File: src/sv/lmcm_pkg.sv
// Shared types and constants of the LED matrix channel mapper.
package lmcm_pkg;

   localparam int MAX_SIDE_DEF  = 128;
   localparam int UNIVERSE_SIZE = 512;
   localparam int CH_W          = $clog2(UNIVERSE_SIZE);
   localparam int QUEUE_DEPTH   = 4;
   localparam int CSR_IDX_W     = 3;
   localparam int CSR_DATA_W    = 9;

   typedef enum logic [2:0] {
      REG_WIDTH,
      REG_HEIGHT,
      REG_COL_MAJOR,
      REG_SERPENTINE,
      REG_COLOR_ORDER,
      REG_BRIGHTNESS,
      REG_START_CHANNEL,
      REG_START_UNIVERSE
   } csr_index_type;

   typedef enum logic [2:0] {
      ORDER_RGB,
      ORDER_GRB,
      ORDER_BRG,
      ORDER_RBG,
      ORDER_GBR,
      ORDER_BGR
   } color_order_type;

   typedef logic [1:0] beat_type;
   localparam beat_type FIRST_BEAT = 2'd0;
   localparam beat_type LAST_BEAT  = 2'd2;

   // Three output bytes of one pixel, element 0 goes out first.
   typedef logic [2:0][7:0] comp_type;

   typedef struct packed {
      logic [7:0] matrix_width;
      logic [7:0] matrix_height;
      logic       column_major;
      logic       serpentine;
      logic [2:0] color_order;
      logic [7:0] brightness;
      logic [8:0] start_channel;
      logic [7:0] start_universe;
   } cfg_type;

   localparam cfg_type CFG_RESET = '{
      matrix_width:   8'd16,
      matrix_height:  8'd16,
      column_major:   1'b0,
      serpentine:     1'b0,
      color_order:    3'd0,
      brightness:     8'd255,
      start_channel:  9'd0,
      start_universe: 8'd0
   };

endpackage

File: src/sv/lmcm_ifs.sv
// Valid/ready channel interfaces for pixels in and channel writes out.
interface lmcm_pixel_if;
   logic       valid;
   logic       ready;
   logic [6:0] pixel_x;
   logic [6:0] pixel_y;
   logic [7:0] red;
   logic [7:0] green;
   logic [7:0] blue;

   modport source (output valid, pixel_x, pixel_y, red, green, blue, input ready);
   modport sink   (input valid, pixel_x, pixel_y, red, green, blue, output ready);
endinterface

interface lmcm_chan_if;
   logic       valid;
   logic       ready;
   logic [6:0] universe_offset;
   logic [7:0] universe_number;
   logic [8:0] channel;
   logic [7:0] channel_byte;
   logic       last_of_pixel;

   modport source (output valid, universe_offset, universe_number, channel, channel_byte,
                   last_of_pixel, input ready);
   modport sink   (input valid, universe_offset, universe_number, channel, channel_byte,
                   last_of_pixel, output ready);
endinterface

File: src/sv/led_matrix_channel_mapper_core.sv
// Top level of the LED matrix to DMX512 channel mapper.
// Usage:
//  - req carries one pixel per beat (column, row, red, green, blue).
//  - rsp carries channel writes: three beats per pixel inside the matrix,
//    the third one flagged last_of_pixel; pixels outside the matrix give none.
//  - csr_we/csr_index/csr_wdata write the configuration registers; write only
//    while no pixel is in flight.
// Path: an accepted pixel passes the front-end stage register and the queue,
// and each of its beats then enters the output register as that frees up.
// Throughput: the output register issues one beat per cycle while the receiver
// is ready, three beats per pixel; a four-entry queue between the front end
// and the beat serializer lets the front take pixels while beats wait.
// Reset clears the pipeline and queue and loads the register defaults
// (16 x 16 row-major, RGB, full brightness, universe 0, channel 0).
// When the receiver stalls, the current beat holds, the queue fills and
// req.ready drops once no entry is left for a new pixel.
module led_matrix_channel_mapper_core #(
   parameter int MAX_SIDE = lmcm_pkg::MAX_SIDE_DEF
) (
   input  logic                            clock,
   input  logic                            reset,
   lmcm_pixel_if.sink                      req,
   lmcm_chan_if.source                     rsp,
   input  logic                            csr_we,
   input  logic [lmcm_pkg::CSR_IDX_W-1:0]  csr_index,
   input  logic [lmcm_pkg::CSR_DATA_W-1:0] csr_wdata
);
   import lmcm_pkg::*;

   localparam int LIN_W  = $clog2(UNIVERSE_SIZE + 3 * MAX_SIDE * MAX_SIDE);
   localparam int CNT_W  = $clog2(QUEUE_DEPTH + 1);
   localparam int DATA_W = LIN_W + $bits(comp_type);

   cfg_type           cfg_ff, cfg_in;
   logic              push;
   logic [LIN_W-1:0]  push_lin;
   comp_type          push_comp;
   logic              pop;
   logic [DATA_W-1:0] head_data;
   logic              head_valid;
   logic [CNT_W-1:0]  q_count;
   logic [LIN_W-1:0]  head_lin;
   comp_type          head_comp;

   always_comb begin
      cfg_in = cfg_ff;
      if (csr_we) begin
         unique case (csr_index_type'(csr_index))
            REG_WIDTH:          cfg_in.matrix_width   = csr_wdata[7:0];
            REG_HEIGHT:         cfg_in.matrix_height  = csr_wdata[7:0];
            REG_COL_MAJOR:      cfg_in.column_major   = csr_wdata[0];
            REG_SERPENTINE:     cfg_in.serpentine     = csr_wdata[0];
            REG_COLOR_ORDER:    cfg_in.color_order    = csr_wdata[2:0];
            REG_BRIGHTNESS:     cfg_in.brightness     = csr_wdata[7:0];
            REG_START_CHANNEL:  cfg_in.start_channel  = csr_wdata[8:0];
            REG_START_UNIVERSE: cfg_in.start_universe = csr_wdata[7:0];
         endcase
      end
   end

   always_ff @(posedge clock) begin
      if (reset) begin
         cfg_ff <= CFG_RESET;
      end else begin
         cfg_ff <= cfg_in;
      end
   end

   lmcm_front #(
      .MAX_SIDE (MAX_SIDE),
      .LIN_W    (LIN_W),
      .CNT_W    (CNT_W),
      .DEPTH    (QUEUE_DEPTH)
   ) u_front (
      .clock     (clock),
      .reset     (reset),
      .req       (req),
      .cfg       (cfg_ff),
      .q_count   (q_count),
      .push      (push),
      .push_lin  (push_lin),
      .push_comp (push_comp)
   );

   lmcm_queue #(
      .DATA_W (DATA_W),
      .DEPTH  (QUEUE_DEPTH),
      .CNT_W  (CNT_W)
   ) u_queue (
      .clock     (clock),
      .reset     (reset),
      .push      (push),
      .push_data ({push_lin, push_comp}),
      .pop       (pop),
      .head_data (head_data),
      .not_empty (head_valid),
      .count     (q_count)
   );

   assign head_lin  = head_data[DATA_W-1:$bits(comp_type)];
   assign head_comp = comp_type'(head_data[$bits(comp_type)-1:0]);

   lmcm_back #(
      .LIN_W (LIN_W)
   ) u_back (
      .clock      (clock),
      .reset      (reset),
      .cfg        (cfg_ff),
      .head_valid (head_valid),
      .head_lin   (head_lin),
      .head_comp  (head_comp),
      .pop        (pop),
      .rsp        (rsp)
   );

endmodule

File: src/sv/lmcm_front.sv
// Front end: accepts pixels, checks bounds, builds the wiring index and scaled bytes.
module lmcm_front #(
   parameter int MAX_SIDE = 128,
   parameter int LIN_W    = 16,
   parameter int CNT_W    = 3,
   parameter int DEPTH    = 4
) (
   input  logic               clock,
   input  logic               reset,
   lmcm_pixel_if.sink         req,
   input  lmcm_pkg::cfg_type  cfg,
   input  logic [CNT_W-1:0]   q_count,
   output logic               push,
   output logic [LIN_W-1:0]   push_lin,
   output lmcm_pkg::comp_type push_comp
);
   import lmcm_pkg::*;

   localparam int IDX_W = $clog2(MAX_SIDE * MAX_SIDE + 1);

   function automatic logic [7:0] div255(input logic [15:0] n);
      logic [15:0] t;
      t = n + (n >> 8) + 16'd1;
      return t[15:8];
   endfunction

   logic [7:0]        w_clamp;
   logic [7:0]        h_clamp;
   logic              in_matrix;
   logic [6:0]        line;
   logic [6:0]        along;
   logic [7:0]        len;
   logic [7:0]        rev;
   logic [14:0]       prod_full;
   logic              accept;
   logic [IDX_W-1:0]  idx;
   logic [7:0]        r_s;
   logic [7:0]        g_s;
   logic [7:0]        b_s;

   logic              s1_valid_ff, s1_valid_in;
   logic              s1_inside_ff, s1_inside_in;
   logic [IDX_W-1:0]  s1_prod_ff, s1_prod_in;
   logic [6:0]        s1_pos_ff, s1_pos_in;
   logic [2:0][15:0]  s1_scaled_ff, s1_scaled_in;

   // Leave room in the queue for the pixel already in the stage register.
   assign req.ready = ((CNT_W+1)'(q_count) + (CNT_W+1)'(s1_valid_ff)) < (CNT_W+1)'(DEPTH);
   assign accept    = req.valid && req.ready;

   always_comb begin
      w_clamp   = (cfg.matrix_width > 8'(MAX_SIDE)) ? 8'(MAX_SIDE) : cfg.matrix_width;
      h_clamp   = (cfg.matrix_height > 8'(MAX_SIDE)) ? 8'(MAX_SIDE) : cfg.matrix_height;
      in_matrix = ({1'b0, req.pixel_x} < w_clamp) && ({1'b0, req.pixel_y} < h_clamp);
      if (cfg.column_major) begin
         line  = req.pixel_x;
         along = req.pixel_y;
         len   = h_clamp;
      end else begin
         line  = req.pixel_y;
         along = req.pixel_x;
         len   = w_clamp;
      end
      rev       = len - 8'd1 - {1'b0, along};
      prod_full = 15'(line) * 15'(len);

      s1_valid_in     = accept;
      s1_inside_in    = in_matrix;
      s1_prod_in      = IDX_W'(prod_full);
      s1_pos_in       = (cfg.serpentine && line[0]) ? rev[6:0] : along;
      s1_scaled_in[0] = 16'(req.red) * 16'(cfg.brightness);
      s1_scaled_in[1] = 16'(req.green) * 16'(cfg.brightness);
      s1_scaled_in[2] = 16'(req.blue) * 16'(cfg.brightness);
   end

   always_ff @(posedge clock) begin
      if (reset) begin
         s1_valid_ff <= 1'b0;
      end else begin
         s1_valid_ff <= s1_valid_in;
      end
   end

   always_ff @(posedge clock) begin
      if (accept) begin
         s1_inside_ff <= s1_inside_in;
         s1_prod_ff   <= s1_prod_in;
         s1_pos_ff    <= s1_pos_in;
         s1_scaled_ff <= s1_scaled_in;
      end
   end

   always_comb begin
      idx      = s1_prod_ff + IDX_W'(s1_pos_ff);
      push_lin = LIN_W'(cfg.start_channel) + LIN_W'(idx) + (LIN_W'(idx) << 1);
      r_s      = div255(s1_scaled_ff[0] + 16'd127);
      g_s      = div255(s1_scaled_ff[1] + 16'd127);
      b_s      = div255(s1_scaled_ff[2] + 16'd127);
      unique case (color_order_type'(cfg.color_order))
         ORDER_GRB: push_comp = {b_s, r_s, g_s};
         ORDER_BRG: push_comp = {g_s, r_s, b_s};
         ORDER_RBG: push_comp = {g_s, b_s, r_s};
         ORDER_GBR: push_comp = {r_s, b_s, g_s};
         ORDER_BGR: push_comp = {r_s, g_s, b_s};
         default:   push_comp = {b_s, g_s, r_s};
      endcase
      // Pixels outside the matrix are dropped here and never reach the queue.
      push = s1_valid_ff && s1_inside_ff;
   end

endmodule

File: src/sv/lmcm_queue.sv
// Small first-in first-out queue of mapped pixels between front and back end.
module lmcm_queue #(
   parameter int DATA_W = 40,
   parameter int DEPTH  = 4,
   parameter int CNT_W  = 3
) (
   input  logic              clock,
   input  logic              reset,
   input  logic              push,
   input  logic [DATA_W-1:0] push_data,
   input  logic              pop,
   output logic [DATA_W-1:0] head_data,
   output logic              not_empty,
   output logic [CNT_W-1:0]  count
);
   localparam int PTR_W = $clog2(DEPTH);

   logic [DATA_W-1:0] mem [DEPTH];
   logic [PTR_W-1:0]  wr_ptr_ff, wr_ptr_in;
   logic [PTR_W-1:0]  rd_ptr_ff, rd_ptr_in;
   logic [CNT_W-1:0]  count_ff, count_in;

   always_comb begin
      wr_ptr_in = wr_ptr_ff;
      rd_ptr_in = rd_ptr_ff;
      count_in  = count_ff;
      if (push) begin
         wr_ptr_in = (wr_ptr_ff == PTR_W'(DEPTH - 1)) ? '0 : wr_ptr_ff + 1'b1;
      end
      if (pop) begin
         rd_ptr_in = (rd_ptr_ff == PTR_W'(DEPTH - 1)) ? '0 : rd_ptr_ff + 1'b1;
      end
      if (push && !pop) begin
         count_in = count_ff + 1'b1;
      end else if (pop && !push) begin
         count_in = count_ff - 1'b1;
      end
   end

   always_ff @(posedge clock) begin
      if (reset) begin
         wr_ptr_ff <= '0;
         rd_ptr_ff <= '0;
         count_ff  <= '0;
      end else begin
         wr_ptr_ff <= wr_ptr_in;
         rd_ptr_ff <= rd_ptr_in;
         count_ff  <= count_in;
      end
   end

   always_ff @(posedge clock) begin
      if (push) begin
         mem[wr_ptr_ff] <= push_data;
      end
   end

   assign head_data = mem[rd_ptr_ff];
   assign not_empty = (count_ff != '0);
   assign count     = count_ff;

endmodule

File: src/sv/lmcm_back.sv
// Back end: turns one queued pixel into three registered channel-write beats.
module lmcm_back #(
   parameter int LIN_W = 16
) (
   input  logic               clock,
   input  logic               reset,
   input  lmcm_pkg::cfg_type  cfg,
   input  logic               head_valid,
   input  logic [LIN_W-1:0]   head_lin,
   input  lmcm_pkg::comp_type head_comp,
   output logic               pop,
   lmcm_chan_if.source        rsp
);
   import lmcm_pkg::*;

   localparam int UOFF_W = LIN_W - CH_W;

   logic              load;
   logic [LIN_W-1:0]  lin;
   logic [UOFF_W-1:0] uoff;

   logic              rsp_valid_ff, rsp_valid_in;
   beat_type          beat_ff, beat_in;
   logic [6:0]        uoff_ff;
   logic [7:0]        univ_ff;
   logic [8:0]        ch_ff;
   logic [7:0]        byte_ff;
   logic              last_ff;

   always_comb begin
      // The output register takes a new beat when empty or being drained.
      load = head_valid && (!rsp_valid_ff || rsp.ready);
      lin  = head_lin + LIN_W'(beat_ff);
      uoff = lin[LIN_W-1:CH_W];
      pop  = load && (beat_ff == LAST_BEAT);

      rsp_valid_in = rsp_valid_ff;
      beat_in      = beat_ff;
      if (load) begin
         rsp_valid_in = 1'b1;
         beat_in      = (beat_ff == LAST_BEAT) ? FIRST_BEAT : beat_ff + 1'b1;
      end else if (rsp.ready) begin
         rsp_valid_in = 1'b0;
      end
   end

   always_ff @(posedge clock) begin
      if (reset) begin
         rsp_valid_ff <= 1'b0;
         beat_ff      <= FIRST_BEAT;
      end else begin
         rsp_valid_ff <= rsp_valid_in;
         beat_ff      <= beat_in;
      end
   end

   always_ff @(posedge clock) begin
      if (load) begin
         uoff_ff <= 7'(uoff);
         univ_ff <= cfg.start_universe + 8'(uoff);
         ch_ff   <= lin[CH_W-1:0];
         byte_ff <= head_comp[beat_ff];
         last_ff <= (beat_ff == LAST_BEAT);
      end
   end

   assign rsp.valid           = rsp_valid_ff;
   assign rsp.universe_offset = uoff_ff;
   assign rsp.universe_number = univ_ff;
   assign rsp.channel         = ch_ff;
   assign rsp.channel_byte    = byte_ff;
   assign rsp.last_of_pixel   = last_ff;

endmodule

File: src/flat_wrapper.sv
// flat-port wrapper written by rule: the top's interface ports become plain ports
module led_matrix_channel_mapper_core_flat import lmcm_pkg::*;
#(
   parameter int MAX_SIDE = lmcm_pkg::MAX_SIDE_DEF
)
  (clock, reset, csr_we, csr_index, csr_wdata, req_valid, req_pixel_x, req_pixel_y, req_red, req_green, req_blue, req_ready, rsp_valid, rsp_universe_offset, rsp_universe_number, rsp_channel, rsp_channel_byte, rsp_last_of_pixel, rsp_ready);
  lmcm_pixel_if req_i ();
  lmcm_chan_if rsp_i ();
  input  logic clock;
  input  logic reset;
  input  logic csr_we;
  input  logic [lmcm_pkg::CSR_IDX_W-1:0] csr_index;
  input  logic [lmcm_pkg::CSR_DATA_W-1:0] csr_wdata;
  input wire logic [$bits(req_i.valid)-1:0] req_valid;
  input wire logic [$bits(req_i.pixel_x)-1:0] req_pixel_x;
  input wire logic [$bits(req_i.pixel_y)-1:0] req_pixel_y;
  input wire logic [$bits(req_i.red)-1:0] req_red;
  input wire logic [$bits(req_i.green)-1:0] req_green;
  input wire logic [$bits(req_i.blue)-1:0] req_blue;
  output wire logic [$bits(req_i.ready)-1:0] req_ready;
  output wire logic [$bits(rsp_i.valid)-1:0] rsp_valid;
  output wire logic [$bits(rsp_i.universe_offset)-1:0] rsp_universe_offset;
  output wire logic [$bits(rsp_i.universe_number)-1:0] rsp_universe_number;
  output wire logic [$bits(rsp_i.channel)-1:0] rsp_channel;
  output wire logic [$bits(rsp_i.channel_byte)-1:0] rsp_channel_byte;
  output wire logic [$bits(rsp_i.last_of_pixel)-1:0] rsp_last_of_pixel;
  input wire logic [$bits(rsp_i.ready)-1:0] rsp_ready;
  assign req_i.valid = req_valid;
  assign req_i.pixel_x = req_pixel_x;
  assign req_i.pixel_y = req_pixel_y;
  assign req_i.red = req_red;
  assign req_i.green = req_green;
  assign req_i.blue = req_blue;
  assign req_ready = req_i.ready;
  assign rsp_valid = rsp_i.valid;
  assign rsp_universe_offset = rsp_i.universe_offset;
  assign rsp_universe_number = rsp_i.universe_number;
  assign rsp_channel = rsp_i.channel;
  assign rsp_channel_byte = rsp_i.channel_byte;
  assign rsp_last_of_pixel = rsp_i.last_of_pixel;
  assign rsp_i.ready = rsp_ready;
  led_matrix_channel_mapper_core #(.MAX_SIDE(MAX_SIDE)) u_core (.clock(clock), .reset(reset), .req(req_i), .rsp(rsp_i), .csr_we(csr_we), .csr_index(csr_index), .csr_wdata(csr_wdata));
endmodule
File: config.mk
export PLATFORM = sky130hd
export DESIGN_NAME = led_matrix_channel_mapper_core_flat
export DESIGN_NICKNAME = d
export VERILOG_FILES = /design/src/sv/lmcm_pkg.sv /design/src/sv/lmcm_ifs.sv /design/src/sv/led_matrix_channel_mapper_core.sv /design/src/sv/lmcm_front.sv /design/src/sv/lmcm_queue.sv /design/src/sv/lmcm_back.sv /design/src/flat_wrapper.sv
export SDC_FILE = /design/constraint.sdc
export NUM_CORES = 1
export LEC_CHECK = 0
export BUFFER_PORTS_ARGS = -buffer_cell sky130_fd_sc_hd__buf_2
export CAP_MARGIN = 20
export CORE_UTILIZATION = 45
export DETAILED_ROUTE_END_ITERATION = 8
export GPL_TIMING_DRIVEN = 0
export PLACE_DENSITY = 0.72
export SLEW_MARGIN = 30
export SYNTH_ARGS = -nofsm -noshare
export SYNTH_HDL_FRONTEND = slang
export SYNTH_SLANG_ARGS = --single-unit
File: constraint.sdc
create_clock -name clock -period 6.4 [get_ports clock]
set_input_delay 1.28 -clock clock [delete_from_list [all_inputs] [get_ports clock]]
set_output_delay 1.28 -clock clock [all_outputs]
set_load 0.1 [all_outputs]
Word-level counts from Yosys, hierarchy flattened
Memories as Yosys holds them, arrays and structs flattened. A register that Yosys moved wholly into a read port is not among the register bits.
Cells that the tools add are included.
{ "word_totals": {"inputBits": 55, "register_bits": 161, "romBits": 0, "latch_bits": 0, "n_memories": 1, "mem_bits_rw": 160} }
{ "memory_table": {"columns": ["name", "words", "word_bits", "read_ports", "rd_clocked_by_memory_dff", "write_ports", "line_no", "source"], "rows": [
  ["u_core.u_queue.mem", 4, 40, 1, 1, 1, "lmcm_queue.sv:18", "logic [DATA_W-1:0] mem [DEPTH];"]
]} }
{ "classes": {"n_shift": 0, "div": 0, "mux": 20, "n_bitwise": 0, "n_mul": 4, "n_reduce_logical": 24, "magnitude_cmp": 6, "addsub": 22, "eq_ne": 15} }
{ "op_table": {"columns": ["op", "n"], "rows": [
  ["$pmux 24 s5", 1],
  ["$add 16x1->16 const B", 3],
  ["$add 16x7->16 const B", 3],
  ["$add 16x8->16", 3],
  ["$mul 8x8->16", 3],
  ["$mux 8", 4],
  ["$mux 7", 3],
  ["$eq 3x3->1 const B", 6],
  ["$add 16x16->16", 1],
  ["$add 16x2->16", 1],
  ["$add 9x15->16", 1],
  ["$bmux 8 s2", 1],
  ["$gt 8x8->1 const B", 2],
  ["$lt 7x8->1", 2],
  ["$reduce_and 2->1", 8],
  ["$add 15x7->15", 1],
  ["$mul 7x8->15", 1],
  ["$eq 3x2->1 const B", 4],
  ["$mux 2", 5],
  ["$add 8x7->8", 1],
  ["$logic_and 1x1->1", 8],
  ["$sub 7x1->7 const B", 1],
  ["$sub 7x7->7", 1],
  ["$add 2x1->2 const B", 3],
  ["14 further kinds", 24]
]} }

Longest topological paths before layout
Gate-level depths: netlist of run 1.
{ "logic_depth": {"ltp_word": 7, "depth_mapped": 21} }

By module
A second synthesis of run 1 with hierarchy kept.
{ "unflattened": {"hier_cells": 2267, "hier_area_um2": 24777.5} }
{ "by_module_without_submodules": {"columns": ["mod", "area_per_inst_um2", "n_inst", "cells_per_inst"], "rows": [
  ["lmcm_front", 14819.2, 1, 1696],
  ["lmcm_queue", 6251.0, 1, 252],
  ["led_matrix_channel_mapper_core", 1870.5, 1, 174],
  ["lmcm_back", 1836.8, 1, 145]
]} }

Least setup slack after synthesis of run 1
OpenSTA, ideal clock, no wires.
{ "synth_timing": {"path_type": "input port to flip-flop", "start": "in req_pixel_x[1]", "end": "reg u_core.u_front.s1_prod_ff[12] (data pin)", "t_arrival_ps": 5123, "t_required_ps": 6142, "n_path_buf": 0, "cell_stages": 18, "setup_slack_ps": 1019, "path_cell_list": "mux2i_1 > nor2_1 > fa_1 > inv_1 > fa_1 > inv_1 > fa_1 > inv_1 > fa_1 > inv_1 > ha_1 > inv_1 > o21bai_1 > a21oi_1 > o21bai_1 > a41oi_1 > nor2b_1 > xnor2_1"} }
{ "synth_via": {"elab_chain_len": 2} }
{ "synth_lines": {"columns": ["element", "line_no", "source"], "rows": [
  ["start: declaration", "flat_wrapper.sv:15", "input wire logic [$bits(req_i.pixel_x)-1:0] req_pixel_x;"],
  ["$mux 7", "lmcm_front.sv:55", "if (cfg.column_major) begin"],
  ["$mul 7x8->15", "lmcm_front.sv:65", "prod_full = 15'(line) * 15'(len);"],
  ["named net u_core.u_front.prod_full[12]", "lmcm_front.sv:34", "logic [14:0] prod_full;"],
  ["end signal: assignment", "lmcm_front.sv:87", "s1_prod_ff <= s1_prod_in;"],
  ["end: declaration", "lmcm_front.sv:43", "logic [IDX_W-1:0] s1_prod_ff, s1_prod_in;"]
]} }
The timed path passes the listed nets, and every way through them passes these cells.
A chain may end at the register's enable or synchronous reset.

Final worst setup path of run 1
{ "layout_timing": {"start": "reg u_core.cfg_ff[29] in the netlist's numbering", "end": "reg u_core.u_front.s1_prod_ff[14] (data pin)"} }
{ "layout_via": {"elab_chain_len": 2, "word_cells_on_any_way": 3, "cone_classes": "mul (1); mux (2)"} }
{ "layout_lines": {"columns": ["element", "line_no", "source"], "rows": [
  ["start: declaration", "led_matrix_channel_mapper_core.sv:34", "cfg_type cfg_ff, cfg_in;"],
  ["start signal: assignment", "led_matrix_channel_mapper_core.sv:65", "cfg_ff <= cfg_in;"],
  ["$mux 7 / $mux 8 (equally long branches)", "lmcm_front.sv:55", null],
  ["$mul 7x8->15 (*)", "lmcm_front.sv:65", null],
  ["named net u_core.u_front.prod_full[14]", "lmcm_front.sv:34", null]
]} }
Mark *: on every way through the listed nets, which the timed path passes. The rest lies on a longest branch.

==> impl_metrics.tcl, run 1 <==
set metrics [dict create \
    outcome "finished clean" \
    detail_route.drc_violations 0 \
    ys_types 75 \
    layout_min_cycle_time_ns 5.93 \
    clk_pin_slew_ns 0.06 \
    grt.overflow.total 0 \
    syn_inst 2304 \
    vias_per_cell 5.51 \
    whs_path_depth 2 \
    cellPowerDensity_nw_per_um2 403 \
    worst_hold_path_type "reg2reg" \
    synth_flop_cell "edfxtp_1" \
    maxSlewViolCount 0 \
    root_buffer "clkbuf_16" \
    yosysMostFrequentCell "edfxtp_1" \
    clockBufferDepth 3 \
    grt_pass1_vias 17700 \
    fp.dieW_um 235 \
    finalWirelength_mm 56.1 \
    slew_headroom_pct 40.8 \
    finalHoldViolations 0 \
    rr_worst_depth 20 \
    syn-cell-area_um2 24500 \
    ant_nets 0 \
    cts_setup_buffers 0 \
    end_kind "flip-flop" \
    ys_ff_latch 323 \
    worstMarginPinSlew_ns 0.885 \
    drive_gt1_share_pct 9.25 \
    fin_cells 3149 \
    die_h_um 235 \
    synth_area_leader_cell "edfxtp_1" \
    routedWlPerCell_um 17.8 \
    ir_drop_v 0.000204 \
    critical_path_arrival_ns 6.24 \
    cts.sinks 323 \
    r2r_slack_ns 0.47 \
    n_antenna_cell 0 \
    hpwl_mm 43.7 \
    yosysWarnings 0 \
    power.leakage_nw 11.1 \
    via_count 17400 \
    syn_avg_cell_area_um2 10.6 \
    port_buffers 84 \
    antenna_found_initial 1 \
    ys_seq_area_share_pct 37.1 \
    cts_tree "built" \
    stdcell_area_um2 27100 \
    synth_top_area_share_pct 32.3 \
    syn_nets 2736 \
    drtIter0Drc 1166 \
    dpl_cell_area_um2 25900 \
    initial_core_util_pct 45.6 \
    dieArea_um2 55400 \
    startpoint_type "flip-flop" \
    dp_cells 3087 \
    yosys-top-cells-area "edfxtp_1 (32%), fa_1 (12%), ha_1 (12%), dfxtp_1 (4.8%), mux4_2 (3.7%)" \
    async_flop_share_pct 0 \
    nNetsFinal 2859 \
    finClkSkew_ns 0.0202 \
    cap_violations 0 \
    cp_max_fo 10 \
    timing.setup.tns_ns 0 \
    clkLatencyLatePin_ns 0.54 \
    finalCritPeriodShare_pct 92.7 \
    yosys-top-cells-count "edfxtp_1 (264), inv_1 (235), nand2_1 (234)" \
    grt_max_degree 53 \
    grt_usage_pct 20.4 \
    crit_required_ns 6.71 \
    gp_congestion 0.890 \
    dr.pass1.iters 5 \
    rsz0062_at_grt "no" \
    crit_type "reg2reg" \
    io_pins 90 \
    synth_edf_count 264 \
    report.final.setup_viol 0 \
    core_area_um2 53800 \
    hold_ws_ns 0.459 \
    syn_to_final_growth_pct 10.4 \
    rows 85 \
    cts_made_buffers 34 \
    grt_pass1_wl_mm 91.0 \
    fmax_mhz 169 \
    htreeDepth 2 \
]
==> metal layers <==
metal | up-vias | wire length (um) | global-route usage, %
li1 | 8258 | - | -
met3 | 97 | 2540 | 2.39
met4 | 2 | 1360 | 6.28
met2 | 428 | 27200 | 35.2
met1 | 8574 | 24900 | 26.7
met5 | - | 17 | 0
==> repair_timing <==
action                                  CTS  global route
gates resized for setup                   0             5
endpoints found under the setup margin    0             4
hold buffers                              0             0
endpoints found under the hold margin     0             0
==> per-stage QoR <==
stage	util, %	setup WS [ns]	power [mW]
finish	50.3	0.470	10.9
global route	50.3	0.0997	11.7
CTS	50.2	0.130	10.9
detailed placement	48.1	0.157	8.92
global placement	48.0	0.207	8.70
floorplan	-	1.02	7.56
==> sequential cells by signal, indices dropped and copies added (netlist names), 2 cells and up, named ones only <==
| name | cells |
|---|---|
| u_core.cfg_ff | 46 |
| u_core.u_back.beat_ff | 2 |
| u_core.u_back.rsp.channel | 9 |
| u_core.u_back.rsp.channel_byte | 8 |
| u_core.u_back.rsp.universe_number | 8 |
| u_core.u_back.rsp.universe_offset | 7 |
| u_core.u_front.s1_pos_ff | 7 |
| u_core.u_front.s1_prod_ff | 15 |
| u_core.u_front.s1_scaled_ff | 48 |
| u_core.u_queue.count | 3 |
| u_core.u_queue.mem | 160 |
| u_core.u_queue.rd_ptr_ff | 2 |
| u_core.u_queue.wr_ptr_ff | 2 |
==> layout by cell type (no fill, tap or decap), drive strengths merged, types with 27 or more instances in the layout <==
cell and n:
xnor2 103, clkbuf 98, nand2 234, xor2 40, nor2b 30, dfxtp 59, a21oi 111, mux4 40
nor2 172, inv 236, nor3 31, ha 226, edfxtp 264, and2 108, o21ai 67, fa 151
nand2b 27, mux2i 53, nand3 27, buf 101
==> critical path: stages (launching register included) <==
cell and delay (ns):
dfxtp_1 0.40, buf_1 0.41, clkbuf_2 0.40, mux2i_2 0.58, nor2_1 0.15, fa_1 0.56, inv_1 0.05, fa_1 0.53
inv_1 0.05, fa_1 0.47, inv_1 0.05, fa_1 0.47, inv_1 0.04, ha_1 0.31, inv_1 0.07, o21bai_1 0.07
a21oi_1 0.25, o21bai_1 0.12, a41oi_1 0.27, a21oi_1 0.11, xnor2_1 0.33
==> logic make-up (layout without fill, tap and decap cells) <==
family,Yosys count,in the layout,share of synthesized area [%]
buffers and inverters,304,453,4.68
muxes,93,93,5.84
adders and majority gates,377,377,23.9
and+or+nand+nor,711,711,13.9
DFF,323,323,37.1
xor gates and xnor gates,143,143,5.14
AOI/OAI and AO/OA,353,353,9.42
==> where the power goes <==
| group | internal (mW) | switching (mW) |
|---|---|---|
| Sequential | 3.06 | 0.160 |
| Clock | 1.13 | 0.835 |
| Combinational | 2.26 | 3.47 |
| Total | 6.45 | 4.46 |
==> final timing paths <==
kind,from,end
hold / removal,u_core.cfg_ff[40],u_core.cfg_ff[40]
setup / recovery,u_core.cfg_ff[29],u_core.u_front.s1_prod_ff[14]
setup reg to reg,u_core.cfg_ff[29],u_core.u_front.s1_prod_ff[14]
hold reg to reg,u_core.cfg_ff[40],u_core.cfg_ff[40]
==> layout make-up <==
class,instances,area [um2]
Fill cell,4775,26800
Multi-Input combinational cell,1677,14300
Sequential cell,323,9110
Clock buffer,43,895
Inverter,235,882
Tap cell,696,871
Timing Repair Buffer,87,478
Buffer,69,269
Clock inverter,19,223
(Power assumes the default switching activity.)
==> run 2: changes to the inputs <==
--- a/config.mk
+++ b/config.mk
@@ -8,6 +8,7 @@
 export BUFFER_PORTS_ARGS = -buffer_cell sky130_fd_sc_hd__buf_2
 export CAP_MARGIN = 20
 export CORE_UTILIZATION = 45
+export CTS_BUF_LIST = sky130_fd_sc_hd__clkbuf_4
 export DETAILED_ROUTE_END_ITERATION = 8
 export GPL_TIMING_DRIVEN = 0
 export PLACE_DENSITY = 0.72
==> run 2 against run 1 <==
Clock skew up 0.042 ns. Global-route usage up 0.45 points. Final cell count up 2.7%. Sequential power about the same.
==> impl_metrics.tcl, run 2 (same netlist as run 1, synthesis figures left out) <==
set metrics [dict create \
    hold_buffers 0 \
    clkLatencyLatePin_ns 0.81 \
    report.final.setup_viol 0 \
    clockBufferDepth 3 \
    cellPowerDensity_nw_per_um2 395 \
    grt_pass1_vias 18100 \
    port_buffers 84 \
    dr.pass1.iters 7 \
    rsz0062_at_grt "no" \
    drtIter0Drc 1154 \
    slowest_delay_ns 0.58 \
    regMostFlops "u_core.u_queue.mem" \
    fp.dieW_um 235 \
    worstMarginPinSlew_ns 0.904 \
    root_buffer "clkbuf_4" \
    grt_pass1_wl_mm 92.2 \
    detail_route.drc_violations 0 \
    die_h_um 235 \
    vias_per_cell 5.48 \
    crit_type "reg2reg" \
    dieArea_um2 55400 \
    critPathSlowestCell "mux2i_2" \
    fmax_mhz 171 \
    finalCritPeriodShare_pct 91.6 \
    crit_required_ns 6.97 \
    startpoint "u_core.cfg_ff[29]" \
    most-common-layout-cells "edfxtp_1 (264), inv_1 (235), nand2_1 (234)" \
    worst_hold_path_type "reg2reg" \
    antenna_found_initial 2 \
    drive_gt1_share_pct 11.8 \
    cap_violations 0 \
    grt_max_degree 53 \
    finClkSkew_ns 0.0627 \
    initial_core_util_pct 45.6 \
    clk_pin_slew_ns 0.07 \
    reg2reg_from "u_core.cfg_ff[29]" \
    timing.setup.tns_ns 0 \
    htreeDepth 3 \
    core_area_um2 53800 \
    finalHoldViolations 0 \
    routedWlPerCell_um 17.6 \
    layout_commonest_cell "edfxtp_1" \
    nNetsFinal 2904 \
    slew_headroom_pct 39.5 \
    io_pins 90 \
    reg_top3 "u_core.u_queue.mem x160, u_core.u_front.s1_scaled_ff x48, u_core.cfg_ff x46" \
    syn_to_final_growth_pct 10.0 \
    cts.sinks 323 \
    startpoint_type "flip-flop" \
    path_common_cell "inv_1" \
    grt.overflow.total 0 \
    timing.critical_path.cells "buf_1, clkbuf_2, mux2i_2, nor2_1, fa_1, inv_1, fa_1, inv_1, fa_1, inv_1, fa_1, inv_1, ha_1, inv_1, o21bai_1, a21oi_1, o21bai_1, a41oi_1, a21oi_1, xnor2_1" \
    cp_max_fo 10 \
    hold_ws_ns 0.460 \
    ir_drop_v 0.000211 \
    p_total_mw 10.7 \
    gp_congestion 0.890 \
    outcome "finished clean" \
    hpwl_mm 43.7 \
    cts_made_buffers 79 \
    critical_path_arrival_ns 6.43 \
    ant_nets 0 \
    via_count 17700 \
    cts_tree "built" \
    hold_start "u_core.cfg_ff[40]" \
    rows 85 \
    largest_register_ffs 160 \
    grt_usage_pct 20.8 \
    end_kind "flip-flop" \
    finalWirelength_mm 56.9 \
    layout_min_cycle_time_ns 5.86 \
    maxSlewViolCount 0 \
    power.leakage_nw 11.2 \
]
## run 2: cell types whose count changed in the layout (fill, tap and decap cells not counted), sizes merged
cell,previous run,this run
clkinv,13,24
clkinvlp,2,1
inv,236,239
clkbuf,98,170
diode,0,2
bufinv,3,1
## run 2: final timing paths
kind | end | slack [ns] | depth (start not counted)
worst max-delay path | u_core.u_front.s1_prod_ff[14] | 0.54 | 20
worst min register to register | u_core.cfg_ff[40] | 0.46 | 2
worst min-delay path | u_core.cfg_ff[40] | 0.46 | 2
worst max register to register | u_core.u_front.s1_prod_ff[14] | 0.54 | 20
## run 2: area by class of cell
class	instances	area (um2)
fillers	4825	26800
well taps	696	871
clock inverters	30	168
multi-input cells	1677	14300
flip-flops and latches	323	9110
diodes	2	5.00
inverters	235	882
clock buffers	115	863
plain buffers	69	269
repair buffers	87	478
## run 2: metrics by stage
stage | cells | util [%] | instance area [um2] | setup WS [ns]
6_report | 3234 | 50.1 | 27000 | 0.539
5_1_grt | 3233 | 50.1 | 27000 | 0.160
4_1_cts | 3232 | 50.1 | 26900 | 0.182
3_5_place_dp | 3087 | 48.1 | 25900 | 0.157
3_3_place_gp | 3084 | 48.0 | 25800 | 0.207
2_1_floorplan | 2304 | - | 24500 | 1.02
## run 2: power breakdown
group / internal (mW) / leakage (nW) / switching [mW]
Clock: 0.878 / 0.605 / 0.842
Combinational: 2.25 / 7.68 / 3.47
Sequential: 3.06 / 2.93 / 0.161
## run 2: layer usage
metal	track usage, %	vias to the layer above	share of wire [%]
met1	26.8	8728	44
met3	3.13	84	5.1
met5	0	-	0.030
li1	-	8418	-
met2	35.5	490	49
met4	7.68	2	2.3
## run 2: critical path: cells and delay by family, from the launching register on
kind | cells | cell delay [ns]
compound gates | 5 | 0.82
xor+xnor | 1 | 0.32
fa+ha+maj | 5 | 2.34
buf+inv | 7 | 1.06
flops | 1 | 0.40
mux | 1 | 0.58
simple gates | 1 | 0.15
## run 2: repair_timing
action / CTS / global route
setup buffers: 0 / 0
resized for setup: 0 / 5
endpoints found under the setup margin: 0 / 4
==> run 3: changes to the inputs <==
--- a/config.mk
+++ b/config.mk
@@ -7,11 +7,14 @@
 export LEC_CHECK = 0
 export BUFFER_PORTS_ARGS = -buffer_cell sky130_fd_sc_hd__buf_2
 export CAP_MARGIN = 20
-export CORE_UTILIZATION = 45
+export CELL_PAD_IN_SITES_DETAIL_PLACEMENT = 2
+export CELL_PAD_IN_SITES_GLOBAL_PLACEMENT = 2
+export CORE_UTILIZATION = 44
 export CTS_BUF_LIST = sky130_fd_sc_hd__clkbuf_4
 export DETAILED_ROUTE_END_ITERATION = 8
 export GPL_TIMING_DRIVEN = 0
-export PLACE_DENSITY = 0.72
+export PLACE_DENSITY = 0.95
+export REMOVE_ABC_BUFFERS = 1
 export SLEW_MARGIN = 30
 export SYNTH_ARGS = -nofsm -noshare
 export SYNTH_HDL_FRONTEND = slang
==> run 3 against run 2 <==
Design area rose by 0.14%. Register-to-register slack got worse by 0.32 ns. Setup slack got worse by 0.32 ns. Critical path depth fell by 2. First-iteration DRC count rose by 36%. Final cell count rose by 0.22%.
==> impl_metrics.tcl, run 3 (same netlist as run 1, synthesis figures left out) <==
set metrics [dict create \
    outcome "finished clean" \
    grt_usage_pct 36.7 \
    ctsResizeCount 0 \
    gp_congestion 0.844 \
    grt.overflow.total 0 \
    die_h_um 238 \
    fmax_mhz 162 \
    clockBufferDepth 3 \
    regMostFlops "u_core.u_queue.mem" \
    worst_hold_path_type "reg2reg" \
    crit_type "reg2reg" \
    drtIter0Drc 1570 \
    routedWlPerCell_um 31.7 \
    p_total_mw 12.7 \
    nNetsFinal 2850 \
    detail_route.drc_violations 0 \
    finalHoldViolations 0 \
    grt_pass1_vias 23700 \
    power.leakage_nw 11.2 \
    cts_tree "built" \
    slowest_delay_ns 0.80 \
    grt_pass1_wl_mm 155 \
    port_buffers 89 \
    worstMarginPinSlew_ns 1.07 \
    cap_violations 0 \
    internal_power_mw 6.51 \
    power_frac_comb_pct 56.9 \
    critPathSlowestCell "a31oi_1" \
    switching_share_pct 48.9 \
    initial_core_util_pct 44.5 \
    drive_gt1_share_pct 13.8 \
    p_clk_share_pct 16.6 \
    hold_buffers 0 \
    clkLatencyLatePin_ns 0.90 \
    core_area_um2 55100 \
    post-route-util_pct 49.0 \
    stdcell_area_um2 27000 \
    cts_made_buffers 89 \
    p_switching_mw 6.22 \
    slew_headroom_pct 28.6 \
    root_buffer "clkbuf_4" \
    vias_per_cell 6.32 \
    syn_to_final_growth_pct 10.2 \
    via_count 20500 \
    layout_min_cycle_time_ns 6.18 \
    ant_nets 0 \
    rows 86 \
    cts.sinks 323 \
    timing.setup.tns_ns 0 \
    io_pins 90 \
    ir_drop_v 0.000166 \
    finalCritPeriodShare_pct 96.6 \
    seqPwrFrac_pct 26.5 \
    startpoint_type "flip-flop" \
    critical_path_arrival_ns 6.79 \
    cellPowerDensity_nw_per_um2 471 \
    dr.pass1.iters 5 \
    crit_required_ns 7.01 \
    cp_max_fo 13 \
    most-common-layout-cells "edfxtp_1 (264), inv_1 (235), nand2_1 (234)" \
    dieArea_um2 56700 \
    finClkSkew_ns 0.103 \
    report.final.setup_viol 0 \
    largest_register_ffs 160 \
    finalWirelength_mm 103 \
    maxSlewViolCount 0 \
    grt_max_degree 58 \
    layout_commonest_cell "edfxtp_1" \
    htreeDepth 3 \
    cts_setup_buffers 0 \
    end_kind "flip-flop" \
    timing.critical_path.cells "inv_1, a31oi_1, or2_2, fa_1, fa_1, inv_1, fa_1, inv_1, fa_1, inv_1, ha_1, inv_1, o21bai_1, a21oi_1, o21bai_1, a41oi_1, nor2b_1, xnor2_1" \
    rsz0062_at_grt "no" \
    hpwl_mm 65.2 \
    dpl_cell_area_um2 25800 \
    reg_top3 "u_core.u_queue.mem x160, u_core.u_front.s1_scaled_ff x48, u_core.cfg_ff x46" \
    clk_pin_slew_ns 0.08 \
    fp.dieW_um 238 \
    path_common_cell "inv_1" \
    antenna_found_initial 3 \
]
==> run 3: cell types whose count changed in the layout (fill, tap and decap cells not counted), moves of 9 or more <==
cell and delta:
dfxtp_1 -13, clkinv_1 -9, dfxtp_2 +10, buf_1 -10, clkbuf_1 -53, clkbuf_4 +29
==> run 3: power groups by stage <==
stage	Combinational (mW)	Sequential (mW)	Clock, mW
2_1_floorplan	4.08	3.46	0
3_3_place_gp	5.35	3.32	0
3_5_place_dp	6.38	3.37	0
4_1_cts	7.02	3.36	2.14
5_1_grt	7.53	3.38	2.22
6_report	7.24	3.37	2.12
==> run 3: worst max-delay path: cells and delay by family, from the launching register on <==
| kind | cells | cell delay, ns |
|---|---|---|
| fa+ha+maj | 5 | 2.39 |
| compound gates | 5 | 1.72 |
| buf+inv | 5 | 0.65 |
| simple gates | 2 | 0.55 |
| flops | 1 | 0.48 |
| xor+xnor | 1 | 0.13 |
==> run 3: per-stage QoR <==
step,hold WS (ns),instances,worst slack (ns)
after floorplan,0.431,2235,1.02
after CTS,0.484,3240,0.0603
after detailed placement,0.457,3075,-0.0864
after global placement,0.444,3072,0.409
final,0.478,3241,0.217
after global routing,0.523,3241,0.0665
==> run 3: worst paths after layout <==
kind | start | endpoint | cells after the start | slack, ns
worst max-delay path | u_core.cfg_ff[37] | u_core.u_front.s1_prod_ff[12] | 18 | 0.22
worst min register to register | u_core.cfg_ff[41] | u_core.cfg_ff[41] | 2 | 0.48
worst min-delay path | u_core.cfg_ff[41] | u_core.cfg_ff[41] | 2 | 0.48
worst max register to register | u_core.cfg_ff[37] | u_core.u_front.s1_prod_ff[12] | 18 | 0.22
==> run 3: metal layers <==
metal  track usage (%)  wire length [um]
met2              66.5             53600
met1              39.2             36700
met5                 0                27
met3              6.98              5760
met4              23.2              6780
==> run 3: final cells by class <==
cell class / instances / area (um2)
Inverter: 235 / 882
Antenna cell: 1 / 2.50
Clock buffer: 144 / 1080
Timing Repair Buffer: 92 / 510
Fill cell: 5649 / 28100
Sequential cell: 323 / 9130
Multi-Input combinational cell: 1677 / 14400
Tap cell: 748 / 936
Clock inverter: 21 / 115
